## config.mk

```make
export PLATFORM = sky130hd
export DESIGN_NAME = mrrc_fifo
export DESIGN_NICKNAME = d
export VERILOG_FILES = /design/src/hdl/mrrc_pkg.sv /design/src/hdl/mrrc_fifo.sv
export VERILOG_INCLUDE_DIRS = /design/src /design/src/hdl
export SDC_FILE = /design/constraint.sdc
export NUM_CORES = 1
export LEC_CHECK = 0
export BUFFER_PORTS_ARGS = -buffer_cell sky130_fd_sc_hd__buf_2
export CORE_UTILIZATION = 38
export DETAILED_ROUTE_END_ITERATION = 8
export GPL_ROUTABILITY_DRIVEN = 1
export GPL_TIMING_DRIVEN = 0
export PLACE_DENSITY_LB_ADDON = 0.15
export REMOVE_ABC_BUFFERS = 1
export SYNTH_ARGS = -nofsm -noshare
export SYNTH_HDL_FRONTEND = slang
export SYNTH_SLANG_ARGS = --single-unit
```

## constraint.sdc

```tcl
create_clock -name clk_i -period 2.14 [get_ports clk_i]
set_clock_uncertainty 0.1 [all_clocks]
set_input_delay 0.107 -clock clk_i [delete_from_list [all_inputs] [get_ports clk_i]]
set_output_delay 0.107 -clock clk_i [all_outputs]
set_load 0.03 [all_outputs]
```

## src/hdl/assert_macros.svh

```systemverilog
// Assertion helpers shared by the RTL. Each expects clk_i and rst_ni in scope.
`ifndef ASSERT_MACROS_SVH
`define ASSERT_MACROS_SVH

// Property holds on every rising clock edge out of reset.
`define MRRC_ASSERT(lbl, prop, msg) \
  lbl: assert property (@(posedge clk_i) disable iff (!rst_ni) (prop)) else $error(msg);

// Consequent holds in the same cycle as the antecedent.
`define MRRC_ASSERT_IMP(lbl, ante, cons, msg) \
  lbl: assert property (@(posedge clk_i) disable iff (!rst_ni) (ante) |-> (cons)) \
    else $error(msg);

// Consequent holds in the cycle after the antecedent.
`define MRRC_ASSERT_NXT(lbl, ante, cons, msg) \
  lbl: assert property (@(posedge clk_i) disable iff (!rst_ni) (ante) |=> (cons)) \
    else $error(msg);

`endif

```

## src/hdl/mrrc_pkg.sv

```systemverilog
`timescale 1ns / 1ps

package mrrc_pkg;

  localparam int BUFFER_DEPTH_DEF = 512;
  localparam int BYTE_W           = 8;
  localparam int OP_W             = 2;
  localparam int ERR_W            = 3;
  localparam int LEN_W            = 10;
  localparam int LEN_MAX          = 1023;
  localparam int MIN_FRAME        = 5;
  localparam int CFG_IDX_W        = 2;
  localparam int QUEUE_DEPTH      = 2;
  localparam int CRC_W            = 16;

  localparam logic [CRC_W-1:0] CRC_INIT = 16'hFFFF;
  localparam logic [CRC_W-1:0] CRC_POLY = 16'hA001;

  localparam logic [OP_W-1:0] OP_ARM   = 2'd0;
  localparam logic [OP_W-1:0] OP_BYTE  = 2'd1;
  localparam logic [OP_W-1:0] OP_CHECK = 2'd2;

  localparam logic [CFG_IDX_W-1:0] CFG_EXP_ADDR = 2'd0;
  localparam logic [CFG_IDX_W-1:0] CFG_EXP_FUNC = 2'd1;

  localparam logic [ERR_W-1:0] ERR_NONE      = 3'd0;
  localparam logic [ERR_W-1:0] ERR_SHORT     = 3'd1;
  localparam logic [ERR_W-1:0] ERR_OVERFLOW  = 3'd2;
  localparam logic [ERR_W-1:0] ERR_CRC       = 3'd3;
  localparam logic [ERR_W-1:0] ERR_ADDRESS   = 3'd4;
  localparam logic [ERR_W-1:0] ERR_FUNCTION  = 3'd5;

  typedef enum logic [1:0] {
    CMD_CLEAR,
    CMD_BYTE,
    CMD_CHECK
  } mrrc_cmd_kind_e;

  typedef struct packed {
    mrrc_cmd_kind_e      kind;
    logic [BYTE_W-1:0]   data;
  } mrrc_cmd_t;

  // Byte-wise Modbus CRC-16, reflected form.
  function automatic logic [CRC_W-1:0] crc_feed(input logic [CRC_W-1:0] crc_in,
                                                input logic [BYTE_W-1:0] b);
    logic [CRC_W-1:0] c;
    c = crc_in ^ {{(CRC_W-BYTE_W){1'b0}}, b};
    for (int i = 0; i < BYTE_W; i++) begin
      if (c[0]) begin
        c = (c >> 1) ^ CRC_POLY;
      end else begin
        c = c >> 1;
      end
    end
    return c;
  endfunction

endpackage

```

## src/hdl/mrrc_fifo.sv

```systemverilog
`timescale 1ns / 1ps

module mrrc_fifo import mrrc_pkg::*; (
  input  logic      clk_i,
  input  logic      rst_ni,
  input  logic      push_i,
  input  mrrc_cmd_t push_data_i,
  output logic      full_o,
  input  logic      pop_i,
  output mrrc_cmd_t pop_data_o,
  output logic      valid_o
);

`include "assert_macros.svh"

  localparam int PtrW = $clog2(QUEUE_DEPTH);
  localparam int CntW = $clog2(QUEUE_DEPTH + 1);

  mrrc_cmd_t         entry_q [QUEUE_DEPTH];
  logic [PtrW-1:0]   wr_ptr_q, rd_ptr_q;
  logic [CntW-1:0]   count_q;
  logic              do_push, do_pop;

  assign full_o     = (count_q == CntW'(QUEUE_DEPTH));
  assign valid_o    = (count_q != '0);
  assign pop_data_o = entry_q[rd_ptr_q];
  assign do_push    = push_i && !full_o;
  assign do_pop     = pop_i && valid_o;

  always_ff @(posedge clk_i) begin
    if (do_push) begin
      entry_q[wr_ptr_q] <= push_data_i;
    end
  end

  always_ff @(posedge clk_i or negedge rst_ni) begin
    if (!rst_ni) begin
      wr_ptr_q <= '0;
      rd_ptr_q <= '0;
      count_q  <= '0;
    end else begin
      if (do_push) begin
        wr_ptr_q <= (wr_ptr_q == PtrW'(QUEUE_DEPTH - 1)) ? '0 : wr_ptr_q + 1'b1;
      end
      if (do_pop) begin
        rd_ptr_q <= (rd_ptr_q == PtrW'(QUEUE_DEPTH - 1)) ? '0 : rd_ptr_q + 1'b1;
      end
      case ({do_push, do_pop})
        2'b10:   count_q <= count_q + 1'b1;
        2'b01:   count_q <= count_q - 1'b1;
        default: count_q <= count_q;
      endcase
    end
  end

  `MRRC_ASSERT(a_fifo_no_overrun, !(push_i && full_o), "command pushed into full queue")
  `MRRC_ASSERT_IMP(a_fifo_ptrs, count_q == '0, wr_ptr_q == rd_ptr_q, "empty queue with skewed pointers")

endmodule

```

# Yosys cells after proc, flatten, opt, wreduce, memory -nomap -nowiden
# Memories as Yosys holds them, arrays and structs flattened.
# Index checks and enable logic that the tools add are counted.
# Widths: inputs -> output; s select.
dict set report totals {
  regBits 4
  ramBits 20
  in_bits 14
  out_inout_bits 12
  wordCells 21
  mem_count 1
}
# memory words width rd rd_ports_with_merged_regs wr line
set memory_table {}
lappend memory_table {entry_q 2 10 1 0 1 mrrc_fifo.sv:19} ;# mrrc_cmd_t entry_q [QUEUE_DEPTH];
dict set report op_classes {
  add_sub_neg 4
  eq_ne 3
  mux 5
  n_reduce_logical 5
}
# operator count
set op_table {}
lappend op_table {{$eq 2x2->1 const B} 2}
lappend op_table {{$mux 1} 4}
lappend op_table {{$pmux 2 s2} 1}
lappend op_table {{$reduce_bool 2->1} 2}
lappend op_table {{$add 1x1->1 const B} 2}
lappend op_table {{$add 2x1->2 const B} 1}
lappend op_table {{$eq 2x1->1 const B} 1}
lappend op_table {{$logic_and 1x1->1} 2}
lappend op_table {{$sub 2x1->2 const B} 1}
lappend op_table {{$logic_not 1->1} 1}

# Longest topological paths before layout
# Gate-level depths: netlist (run 1).
dict set report depth {
  ltp_word 5
  depth_mapped 6
  depth_no_buf 6
}

# Worst setup path before layout (run 1)
# OpenSTA, ideal clock, no wires.
dict set report synth_timing {
  path_kind {reg-to-reg}
  from {reg count_q[0]}
  to {reg count_q[1]}
  setup_time_ps 79
  arrival_ps 1515
  required_time_ps 1961
  setup_slack_ps 446
  stages_incl_launch_ff 6
  path_buffers 0
  period_less_slack_ps 1694
  cell_sequence {dfrtp_1 > or2_1 > and2_4 > ha_1 > nor2_1 > xor2_1}
}
dict set report synth_via {
  word_cells_on_any_way 11
  cone_classes {add/sub (2); eq/ne (3); mux (1); reduce/logical (5)}
}
# item line
set synth_lines {}
lappend synth_lines {{start, declared} mrrc_fifo.sv:21} ;# logic [CntW-1:0] count_q;
lappend synth_lines {{start signal, assigned} mrrc_fifo.sv:49} ;# 2'b10: count_q <= count_q + 1'b1;
lappend synth_lines {{start signal, assigned} mrrc_fifo.sv:50} ;# 2'b01: count_q <= count_q - 1'b1;
lappend synth_lines {{start signal, assigned} mrrc_fifo.sv:51} ;# default: count_q <= count_q;
lappend synth_lines {{$reduce_bool 2->1 *} mrrc_fifo.sv:25} ;# assign valid_o = (count_q != '0);
lappend synth_lines {{named net valid_o} mrrc_fifo.sv:11} ;# output logic valid_o
lappend synth_lines {{$logic_and 1x1->1 *} mrrc_fifo.sv:28} ;# assign do_pop = pop_i && valid_o;
lappend synth_lines {{named net do_pop} mrrc_fifo.sv:22} ;# logic do_push, do_pop;
lappend synth_lines {{$eq 2x1->1 or $eq 2x2->1 (tied branches)} mrrc_fifo.sv:48} ;# case ({do_push, do_pop})
lappend synth_lines {{$pmux 2 s2 or $reduce_bool 2->1 (tied branches)} --}
# The timed path passes the listed nets; every way through them passes the cells marked *.
# A chain may end at the register's enable or synchronous reset.

# Worst setup path after layout (run 1)
dict set report layout_timing {
  from {reg count_q[0]}
  to {mem entry_q[0][4] (netlist bit), enable pin}
}
dict set report layout_via {
  elab_chain_cells 5
}
# item line
set layout_rtl {}
lappend layout_rtl {{$eq 2x2->1} mrrc_fifo.sv:24} ;# assign full_o = (count_q == CntW'(QUEUE_DEPTH));
lappend layout_rtl {{$logic_not 1->1} mrrc_fifo.sv:27} ;# assign do_push = push_i && !full_o;
lappend layout_rtl {{$logic_and 1x1->1} mrrc_fifo.sv:27}
lappend layout_rtl {{$mux 1} mrrc_fifo.sv:31} ;# if (do_push) begin
lappend layout_rtl {{$mux 1 (implied by the code)} mrrc_fifo.sv:32} ;# entry_q[wr_ptr_q] <= push_data_i;
lappend layout_rtl {{end, declared} mrrc_fifo.sv:19}
# No other way between the ends.

==> run metrics, run 1 <==
fill cell count=207; Worst-path clk slew=0.13 ns; Root Driver=clkbuf_4; Syn. warnings=0; Tcrit/Tclk final=87.2%; CTS buffer count=3; XOR/XNOR share of the synthesized area=4.77%; Worst Tran Pin Value=0.863 ns; Synth-to-Final Area Change=34.0%; global-route wire length before repair=2.31 mm; Leakage=0.000494 uW; worst hold slack=0.0124 ns; initial antenna violation count=0; Total GRT Usage=12.8%; Final Hold Vio Count=0; final worst slack=0.275 ns; Synth cell types=14; fin util=55.0%; Largest delay share family, worst path=simple AND/OR/NAND/NOR gates; Seq cells post-synth=24; PwrDens=1310 nW/um^2; commonest non-fill, non-tap cells in the layout=buf_2, edfxtp_1, dlygate4sd3_1; Compound-Gate Fraction of Synth Area=0%; Crit path largest cell delay=0.67 ns; Design Area, Final=1230 um^2; fmax=536 MHz; dpl cell area=1070 um^2; Startpoint Class=flop; synthesized area per cell=18.7 um^2; reg2reg path depth=3; die area=2610 um^2; Initial Util=41.1%; reported max-cap violation count=0; drt drc=0; Die Span Y=51.1 um; DPL Wire Length=967 um; clk sinks=24; routed length per placed instance=12.1 um; CTS Hold Bufs=12; Worst EP arrival=1.70 ns; Rel. slew slack=42.3%; drt via density=4.58; mux contribution to synthesized area=12.3%; CP bufs+invs=0; Seq/Total Area, Yosys=76.4%; worst hold path type=primary input to async pin; CP Class=flop to flop; DRT antenna net count=0; Ports=26; H-tree depth=1; post-layout min period=1.87 ns; area of the core=2230 um^2; synthesized area=917 um^2; Setup-failing EPs final=0; Final nets=105; worst-path fanout max=10; total wire length=1.41 mm; routability-driven placement congestion ratio=0.630; Cell Chain, Critical Path=nand2b_1, nand2_1, nor2_1; drt pass-1 iters=2; CP Capture Type=flop; Clock Latency Late Sink=0.31 ns; Buffers on Ports=25; vias in the first global route=524; setup bufs post-CTS=0; Resize count post-CTS=0; slowest stage cell, crit path=nor2_1; GR Overflow Total=0; diode count=0; status=complete, no violations; Rows=17; vias=536; Synth Area in Adders=1.36%; Worst Path Required=1.98 ns; CTS tree=done; combinational family with the most area after synthesis=multiplexers; RSZ-0062 raised after global routing=no; Slew Limit Fails=0; pin count of the biggest net entering global routing=14; DRT iter0 DRCs=1; CTS Buffer Depth=2; Critical Path Stages=3; commonest non-fill, non-tap cell in the layout=buf_2; DIE WIDTH=51.1 um; Worst IR Drop VDD=0.708 mV; layout cells sized above 1=44.9%; Post-Synthesis Cells=49; Post-Synth Simple-Gate Area=4.23%; pre-CTS WS=0.285 ns; Final TNS setup=0 ns
-- per-layer routing --
layer	wire (um)	track usage, %	up-vias
li1	-	-	261
met1	596	14.7	260
met2	756	22.8	15
met3	59	2.68	0
met4	0	5.56	0
met5	0	0	-
-- logic make-up (layout without fill, tap and decap cells) --
| family | count (synthesis) | in the layout |
|---|---|---|
| flops | 24 | 24 |
| mux | 10 | 10 |
| simple gates | 7 | 7 |
| xor+xnor | 5 | 5 |
| buf+inv | 2 | 42 |
| fa+ha+maj | 1 | 1 |
-- through the flow --
stage	cells	power (uW)
2_1_floorplan	48	1210
3_3_place_gp	101	1370
3_5_place_dp	101	1380
4_1_cts	117	1630
5_1_grt	117	1700
6_report	117	1610
-- Yosys cell counts --
cell,number,area share (%)
nand2_1,1,0.41
nor2_1,2,0.82
xor2_1,2,1.9
or2_1,1,0.68
ha_1,1,1.4
and3_1,1,0.68
inv_1,1,0.41
edfxtp_1,20,65
nand2b_1,1,0.68
dfrtp_1,4,11
xnor2_1,3,2.9
and2_4,1,0.96
mux2_2,10,12
buf_2,1,0.55
-- cell type report --
cell class / count / area, um^2 / share of cell area (%)
Clock buffer: 4 / 36.3 / 2.95
Inverter: 1 / 3.75 / 0.305
Multi-Input combinational cell: 23 / 208 / 16.9
Sequential cell: 24 / 701 / 57.0
Tap cell: 28 / 35.0 / 2.85
Timing Repair Buffer: 37 / 245 / 20.0
-- sequential cells by signal, indices dropped and copies added (netlist names) --
| name | flops |
|---|---|
| count_q | 2 |
| rd_ptr_q | 1 |
| wr_ptr_q | 1 |
| entry_q | 20 |
-- power breakdown --
group	total (uW)	internal (uW)	leakage, uW	switching, uW
clock network	231	104	0.0000210	127
registers	740	651	0.000232	89.2
logic	637	258	0.000240	379
total	1610	1010	0.000494	596
-- path summary, 6_finish.rpt --
path / from / to / slack, ns
worst min register to register: count_q[1] / count_q[1] / 0.41
min in group clk_i: push_i / wr_ptr_q / 0.03
max in group asynchronous: rst_ni / wr_ptr_q / 1.79
worst min-delay path: rst_ni / count_q[1] / 0.01
worst max-delay path: count_q[0] / entry_q[0][4] / 0.27
worst max register to register: count_q[0] / entry_q[0][4] / 0.27
No activity file was read; power rests on OpenSTA's default activity.
==> run 2: changes to the inputs <==
--- a/config.mk
+++ b/config.mk
@@ -9,10 +9,11 @@
 export BUFFER_PORTS_ARGS = -buffer_cell sky130_fd_sc_hd__buf_2
 export CORE_UTILIZATION = 38
 export DETAILED_ROUTE_END_ITERATION = 8
-export GPL_ROUTABILITY_DRIVEN = 1
+export GPL_ROUTABILITY_DRIVEN = 0
 export GPL_TIMING_DRIVEN = 0
 export PLACE_DENSITY_LB_ADDON = 0.15
 export REMOVE_ABC_BUFFERS = 1
+export SETUP_SLACK_MARGIN = 0.4
 export SYNTH_ARGS = -nofsm -noshare
 export SYNTH_HDL_FRONTEND = slang
 export SYNTH_SLANG_ARGS = --single-unit
==> constraint.sdc (replaced) <==
create_clock -name clk_i -period 2 [get_ports clk_i]
set_clock_uncertainty 0.1 [all_clocks]
set_input_delay 0.1 -clock clk_i [delete_from_list [all_inputs] [get_ports clk_i]]
set_output_delay 0.1 -clock clk_i [all_outputs]
set_load 0.03 [all_outputs]
==> run 2 against run 1 <==
Clock-buffer cell count unchanged. Total power increased by 22%. First-iteration DRC count increased by 100%. Sequential share of layout area decreased by 5.7 points. Critical endpoint is now pop_data_o[7]. Largest power group is now combinational logic.
==> run metrics, run 2 (synthesis gave the netlist of run 1 again) <==
status=complete, no violations (unchanged); DPL Wire Length=967 um (unchanged); reg2reg path depth=6 (was 3); Die Span Y=51.1 um (unchanged); RSZ-0062 raised after global routing=no (unchanged); worst hold slack=0.125 ns (was 0.0124 ns); vias in the first global route=553 (was 524); Root Driver=clkbuf_4 (unchanged); Top reg by flops=entry_q (unchanged); biggest regs=entry_q: 20 flops, count_q: 2 flops (unchanged); clock power share=12.6% (was 14.4%); Slew Limit Fails=0 (unchanged); Tcrit/Tclk final=77.2%; commonest non-fill, non-tap cells in the layout=edfxtp_1, buf_2, dlygate4sd3_1 (was buf_2, edfxtp_1, dlygate4sd3_1); die area=2610 um^2 (unchanged); Largest register FFs=20 (unchanged); Worst-path clk slew=0.13 ns (about the same); layout cells sized above 1=52.1% (was 44.9%); Rel. slew slack=67.4% (was 42.3%); combinational share of power=49.2% (was 39.6%); Worst Tran Pin Value=0.489 ns (was 0.863 ns); Worst IR Drop VDD=1.06 mV (was 0.708 mV); Final Hold Vio Count=0 (unchanged); PwrDens=1440 nW/um^2 (was 1310 nW/um^2); P_sw=702 uW (was 596 uW); post-layout min period=1.54 ns; DRT antenna net count=0 (unchanged); crit path to=pop_data_o[7] (was entry_q[0][4]); reported max-cap violation count=0 (unchanged); Leakage=0.000548 uW (was 0.000494 uW); reg2reg setup slack=0.49 ns (was 0.27 ns); CTS buffer count=3 (unchanged); DRT iter0 DRCs=2 (was 1); GR Overflow Total=0 (unchanged); worst reg2reg endpoint=count_q[1] (was entry_q[0][4]); DIE WIDTH=51.1 um (unchanged); Cell Chain, Critical Path=buf_6, mux2_2, buf_2 (was nand2b_1, nand2_1, nor2_1); Seq pwr share=38.3% (was 46.0%); H-tree depth=1 (unchanged); Setup-failing EPs final=0 (unchanged); area of the core=2230 um^2 (unchanged); Startpoint Class=flop (unchanged); Int Power=1270 uW (was 1010 uW); CTS tree=done (unchanged); diode count=0 (unchanged); worst hold path type=primary input to flop (was primary input to async pin); Final nets=112 (was 105); Total GRT Usage=13.9% (was 12.8%); drt pass-1 iters=2 (unchanged); vias=569 (was 536); pin count of the biggest net entering global routing=14 (unchanged); Rows=17 (unchanged); reg-to-reg startpoint=count_q[0] (unchanged); drt drc=0 (unchanged); fmax=648 MHz; Ports=26 (unchanged); Clock Latency Late Sink=0.31 ns (about the same); CTS Buffer Depth=2 (unchanged); CP Capture Type=output pin (was flop); total wire length=1.56 mm (was 1.41 mm); drt via density=4.59 (was 4.58); Initial Util=41.1% (unchanged); CP Class=flop to output pin (was flop to flop); global-route wire length before repair=2.50 mm (was 2.31 mm); slowest stage cell, crit path=dfrtp_2 (was nor2_1); Worst Path Required=1.80 ns (was 1.98 ns); Final TNS setup=0 ns (unchanged); fill cell count=188 (was 207); routed length per placed instance=12.5 um (was 12.1 um); Sequential Area=702 um^2 (was 701 um^2); clk sinks=24 (unchanged); area of the multi-input gates=238 um^2 (was 208 um^2); fin util=61.2% (was 55.0%); initial antenna violation count=0 (unchanged); Worst Setup SP=rd_ptr_q (was count_q[0]); Synth-to-Final Area Change=49.1% (was 34.0%); worst-path fanout max=5 (was 10); Worst EP arrival=1.34 ns (was 1.70 ns); Buffers on Ports=25 (unchanged); Crit path largest cell delay=0.40 ns (was 0.67 ns); commonest non-fill, non-tap cell in the layout=edfxtp_1 (was buf_2); switching part of the total=35.7% (was 37.0%)
-- run 2: cell count changes in the layout (fill, tap and decap cells not counted), sizes merged --
| cell | before | now |
|---|---|---|
| dlygate4sd3 | 12 | 14 |
| buf | 25 | 30 |
-- run 2: stage by stage --
step           power, uW  area, um^2  setup WS, ns  cells
2_1_floorplan       1290         912         0.306     48
3_3_place_gp        1470        1070         0.147    101
3_5_place_dp        1480        1070         0.145    101
4_1_cts             1820        1280         0.417    122
5_1_grt             2080        1370         0.402    124
6_report            1970        1370         0.456    124
-- run 2: area by class of cell --
type,count,area share [%]
multi-input cells,23,17.4
well taps,28,2.56
clock buffers,4,2.65
repair buffers,44,25.8
inverters,1,0.274
flip-flops and latches,24,51.3
-- run 2: power by group through the flow --
stage | registers (uW) | logic (uW) | clock network, uW
after floorplan | 773 | 521 | 0
after global placement | 799 | 669 | 0
after detailed placement | 806 | 675 | 0
after CTS | 753 | 807 | 255
after global routing | 768 | 1030 | 276
final | 754 | 968 | 248
-- run 2: what timing repair did --
action / CTS / global route
hold buffers: 14 / 0
endpoints found under the hold margin: 25 / 0
resized for setup: 4 / 27
setup endpoints to repair: 21 / 11
setup buffers: 3 / 2
-- run 2: how the worst min path moves through the flow --
stage	from	endpoint	slack (ns)	cells past startpoint
2_1_floorplan	rst_ni	count_q[0]	-0.30	0
6_report	push_i	wr_ptr_q	0.13	3
4_1_cts	push_i	wr_ptr_q	0.07	3
3_5_place_dp	rst_ni	count_q[1]	-0.18	1
3_3_place_gp	rst_ni	count_q[0]	-0.19	1
5_1_grt	push_i	wr_ptr_q	0.13	3
-- run 2: metal layers --
metal / share of wire (%) / track usage (%) / vias to the layer above
met5: 0 / 0 / -
met4: 0 / 5.56 / 0
met2: 53 / 24.1 / 15
met3: 3.3 / 2.68 / 0
li1: - / - / 273
met1: 44 / 16.9 / 281
-- run 2: worst max-delay path, delay by kind of cell, from the launching register on --
kind	cells	cell delay, ns
flops	1	0.40
mux	1	0.33
buf+inv	2	0.30
==> run 3: changes to the inputs <==
==> constraint.sdc (replaced) <==
create_clock -name clk_i -period 1.4 [get_ports clk_i]
set_clock_uncertainty 0.1 [all_clocks]
set_input_delay 0.07 -clock clk_i [delete_from_list [all_inputs] [get_ports clk_i]]
set_output_delay 0.07 -clock clk_i [all_outputs]
set_load 0.03 [all_outputs]
==> run 3 against run 2 <==
The run now ends with negative setup slack left. Clock power up 44%. Via count grew 8.6%. Combinational power is 100% higher. Sequential share of layout area decreased by 6.6 points. Largest cell class unchanged.
==> run metrics, run 3 (synthesis gave the netlist of run 1 again) <==
status=finished with violations (was complete, no violations); GR Overflow Total=0 (unchanged); final worst slack=-0.157 ns (was 0.456 ns); worst hold path type=primary input to flop (unchanged); total wire length=1.93 mm (was 1.56 mm); CTS tree=done (unchanged); reported max-cap violation count=0 (unchanged); DPL Wire Length=967 um (unchanged); fin util=70.3% (was 61.2%); Rel. slew slack=81.9% (was 67.4%); vias in the first global route=638 (was 553); RSZ-0062 raised after global routing=yes (was no); PwrDens=2190 nW/um^2 (was 1440 nW/um^2); CTS Buffer Depth=2 (unchanged); Final nets=120 (was 112); fin cells=132 (was 124); Worst Tran Pin Value=0.272 ns (was 0.489 ns); die area=2610 um^2 (unchanged); CP Class=flop to flop (was flop to output pin); reg2reg path depth=6 (unchanged); biggest regs=entry_q: 20 flops, count_q: 2 flops (unchanged); Largest register FFs=20 (unchanged); DRT antenna net count=0 (unchanged); drt pass-1 iters=4 (was 2); drt via density=4.68 (was 4.59); Initial Util=41.1% (unchanged); diode count=0 (unchanged); Ports=26 (unchanged); DRT iter0 DRCs=15 (was 2); Clock Latency Late Sink=0.31 ns (about the same); Placed Instances=101 (unchanged); vias=618 (was 569); Worst EP arrival=1.71 ns (was 1.34 ns); Worst-path clk slew=0.13 ns (about the same); Hold Path Sink=wr_ptr_q (unchanged); Startpoint Class=flop (unchanged); H-tree depth=1 (unchanged); Final Hold Vio Count=0 (unchanged); Worst IR Drop VDD=1.80 mV (was 1.06 mV); Root Driver=clkbuf_4 (unchanged); Buffers on Ports=25 (unchanged); Slew Limit Fails=0 (unchanged); Rows=17 (unchanged); pin count of the biggest net entering global routing=14 (unchanged); initial antenna violation count=0 (unchanged); fmax=642 MHz; global-route wire length before repair=2.95 mm (was 2.50 mm); reg-to-reg startpoint=count_q[0] (unchanged); Tcrit/Tclk final=111%; post-layout min period=1.56 ns; Die Span Y=51.1 um (unchanged); clk sinks=24 (unchanged); Worst Path Required=1.55 ns (was 1.80 ns); Total GRT Usage=16.6% (was 13.9%); hold path start=push_i (unchanged); DIE WIDTH=51.1 um (unchanged); reg2reg setup slack=-0.16 ns (was 0.49 ns); failing checks=negative setup slack; routed length per placed instance=14.6 um (was 12.5 um); layout cells sized above 1=63.5% (was 52.1%); Top reg by flops=entry_q (unchanged); commonest non-fill, non-tap cell in the layout=edfxtp_1 (unchanged); CTS buffer count=3 (unchanged); Final TNS setup=-1.35 ns (was 0 ns); Synth-to-Final Area Change=71.2% (was 49.1%); Setup-failing EPs final=13 (was 0); CP Capture Type=flop (was output pin); Leakage=0.000673 uW (was 0.000548 uW); drt drc=0 (unchanged); area of the core=2230 um^2 (unchanged); WHS Path Cells=4 (was 3); fill cell count=160 (was 188); worst-path fanout max=3 (was 5); worst hold slack=0.0903 ns (was 0.125 ns); worst reg2reg endpoint=count_q[1] (unchanged); commonest non-fill, non-tap cells in the layout=edfxtp_1, buf_6, buf_2 (was edfxtp_1, buf_2, dlygate4sd3_1)
## run 3: cell types whose count changed in the layout (fill, tap and decap cells not counted), moves of 4 or more
| cell | previous run | this run |
|---|---|---|
| buf_6 | 8 | 19 |
| buf_2 | 17 | 13 |
| mux2_4 | 0 | 10 |
| mux2_2 | 10 | 0 |
## run 3: where the power goes
group,total (uW),switching [uW],internal [uW]
clock network,358,199,159
logic,1980,881,1100
registers,1100,108,997
total,3440,1190,2260
## run 3: final cells by class
type / instances / area [um^2] / area share (%)
timing repair buffer: 51 / 472 / 30.0
sequential: 24 / 702 / 44.7
clock buffer: 4 / 36.3 / 2.31
tap: 28 / 35.0 / 2.23
inverter: 1 / 3.75 / 0.239
multi-input combinational: 24 / 322 / 20.5
## run 3: per-stage QoR
step / area [um^2] / setup slack [ns] / total power, uW
after floorplan: 912 / -0.294 / 1850
after global placement: 1070 / -0.453 / 2100
after detailed placement: 1070 / -0.455 / 2120
after CTS: 1510 / -0.125 / 3240
after global routing: 1570 / -0.203 / 3600
final: 1570 / -0.157 / 3440
## run 3: worst max path at each step
stage               slack, ns  cells after the start        from            end
floorplan               -0.29                      5  count_q[0]     count_q[1]
global placement        -0.45                      3  count_q[0]  entry_q[0][4]
detailed placement      -0.45                      3  count_q[0]  entry_q[0][4]
CTS                     -0.12                      3    rd_ptr_q  pop_data_o[9]
global route            -0.20                      6  count_q[0]     count_q[1]
finish                  -0.16                      6  count_q[0]     count_q[1]
## run 3: metal layers
metal	global-route usage, %	wire length, um	vias to the layer above
li1	-	-	292
met1	20.3	809	303
met2	29.6	1030	21
met3	2.68	85	2
met4	5.56	10	0
met5	0	0	-
## run 3: what timing repair did
item	CTS	global route
gates resized for setup	50	10
buffers inserted	12	2
endpoints found under the hold margin	24	0
cloned	1	0
pin swaps	7	3
setup endpoints to repair	36	36
hold buffers	12	0
## run 3: critical path, stage by stage (launching register included)
cell     delay, ns
dfrtp_1       0.43
or2_4         0.27
and2_4        0.16
ha_4          0.16
xnor2_2       0.12
nor2_1        0.11
xor2_1        0.15
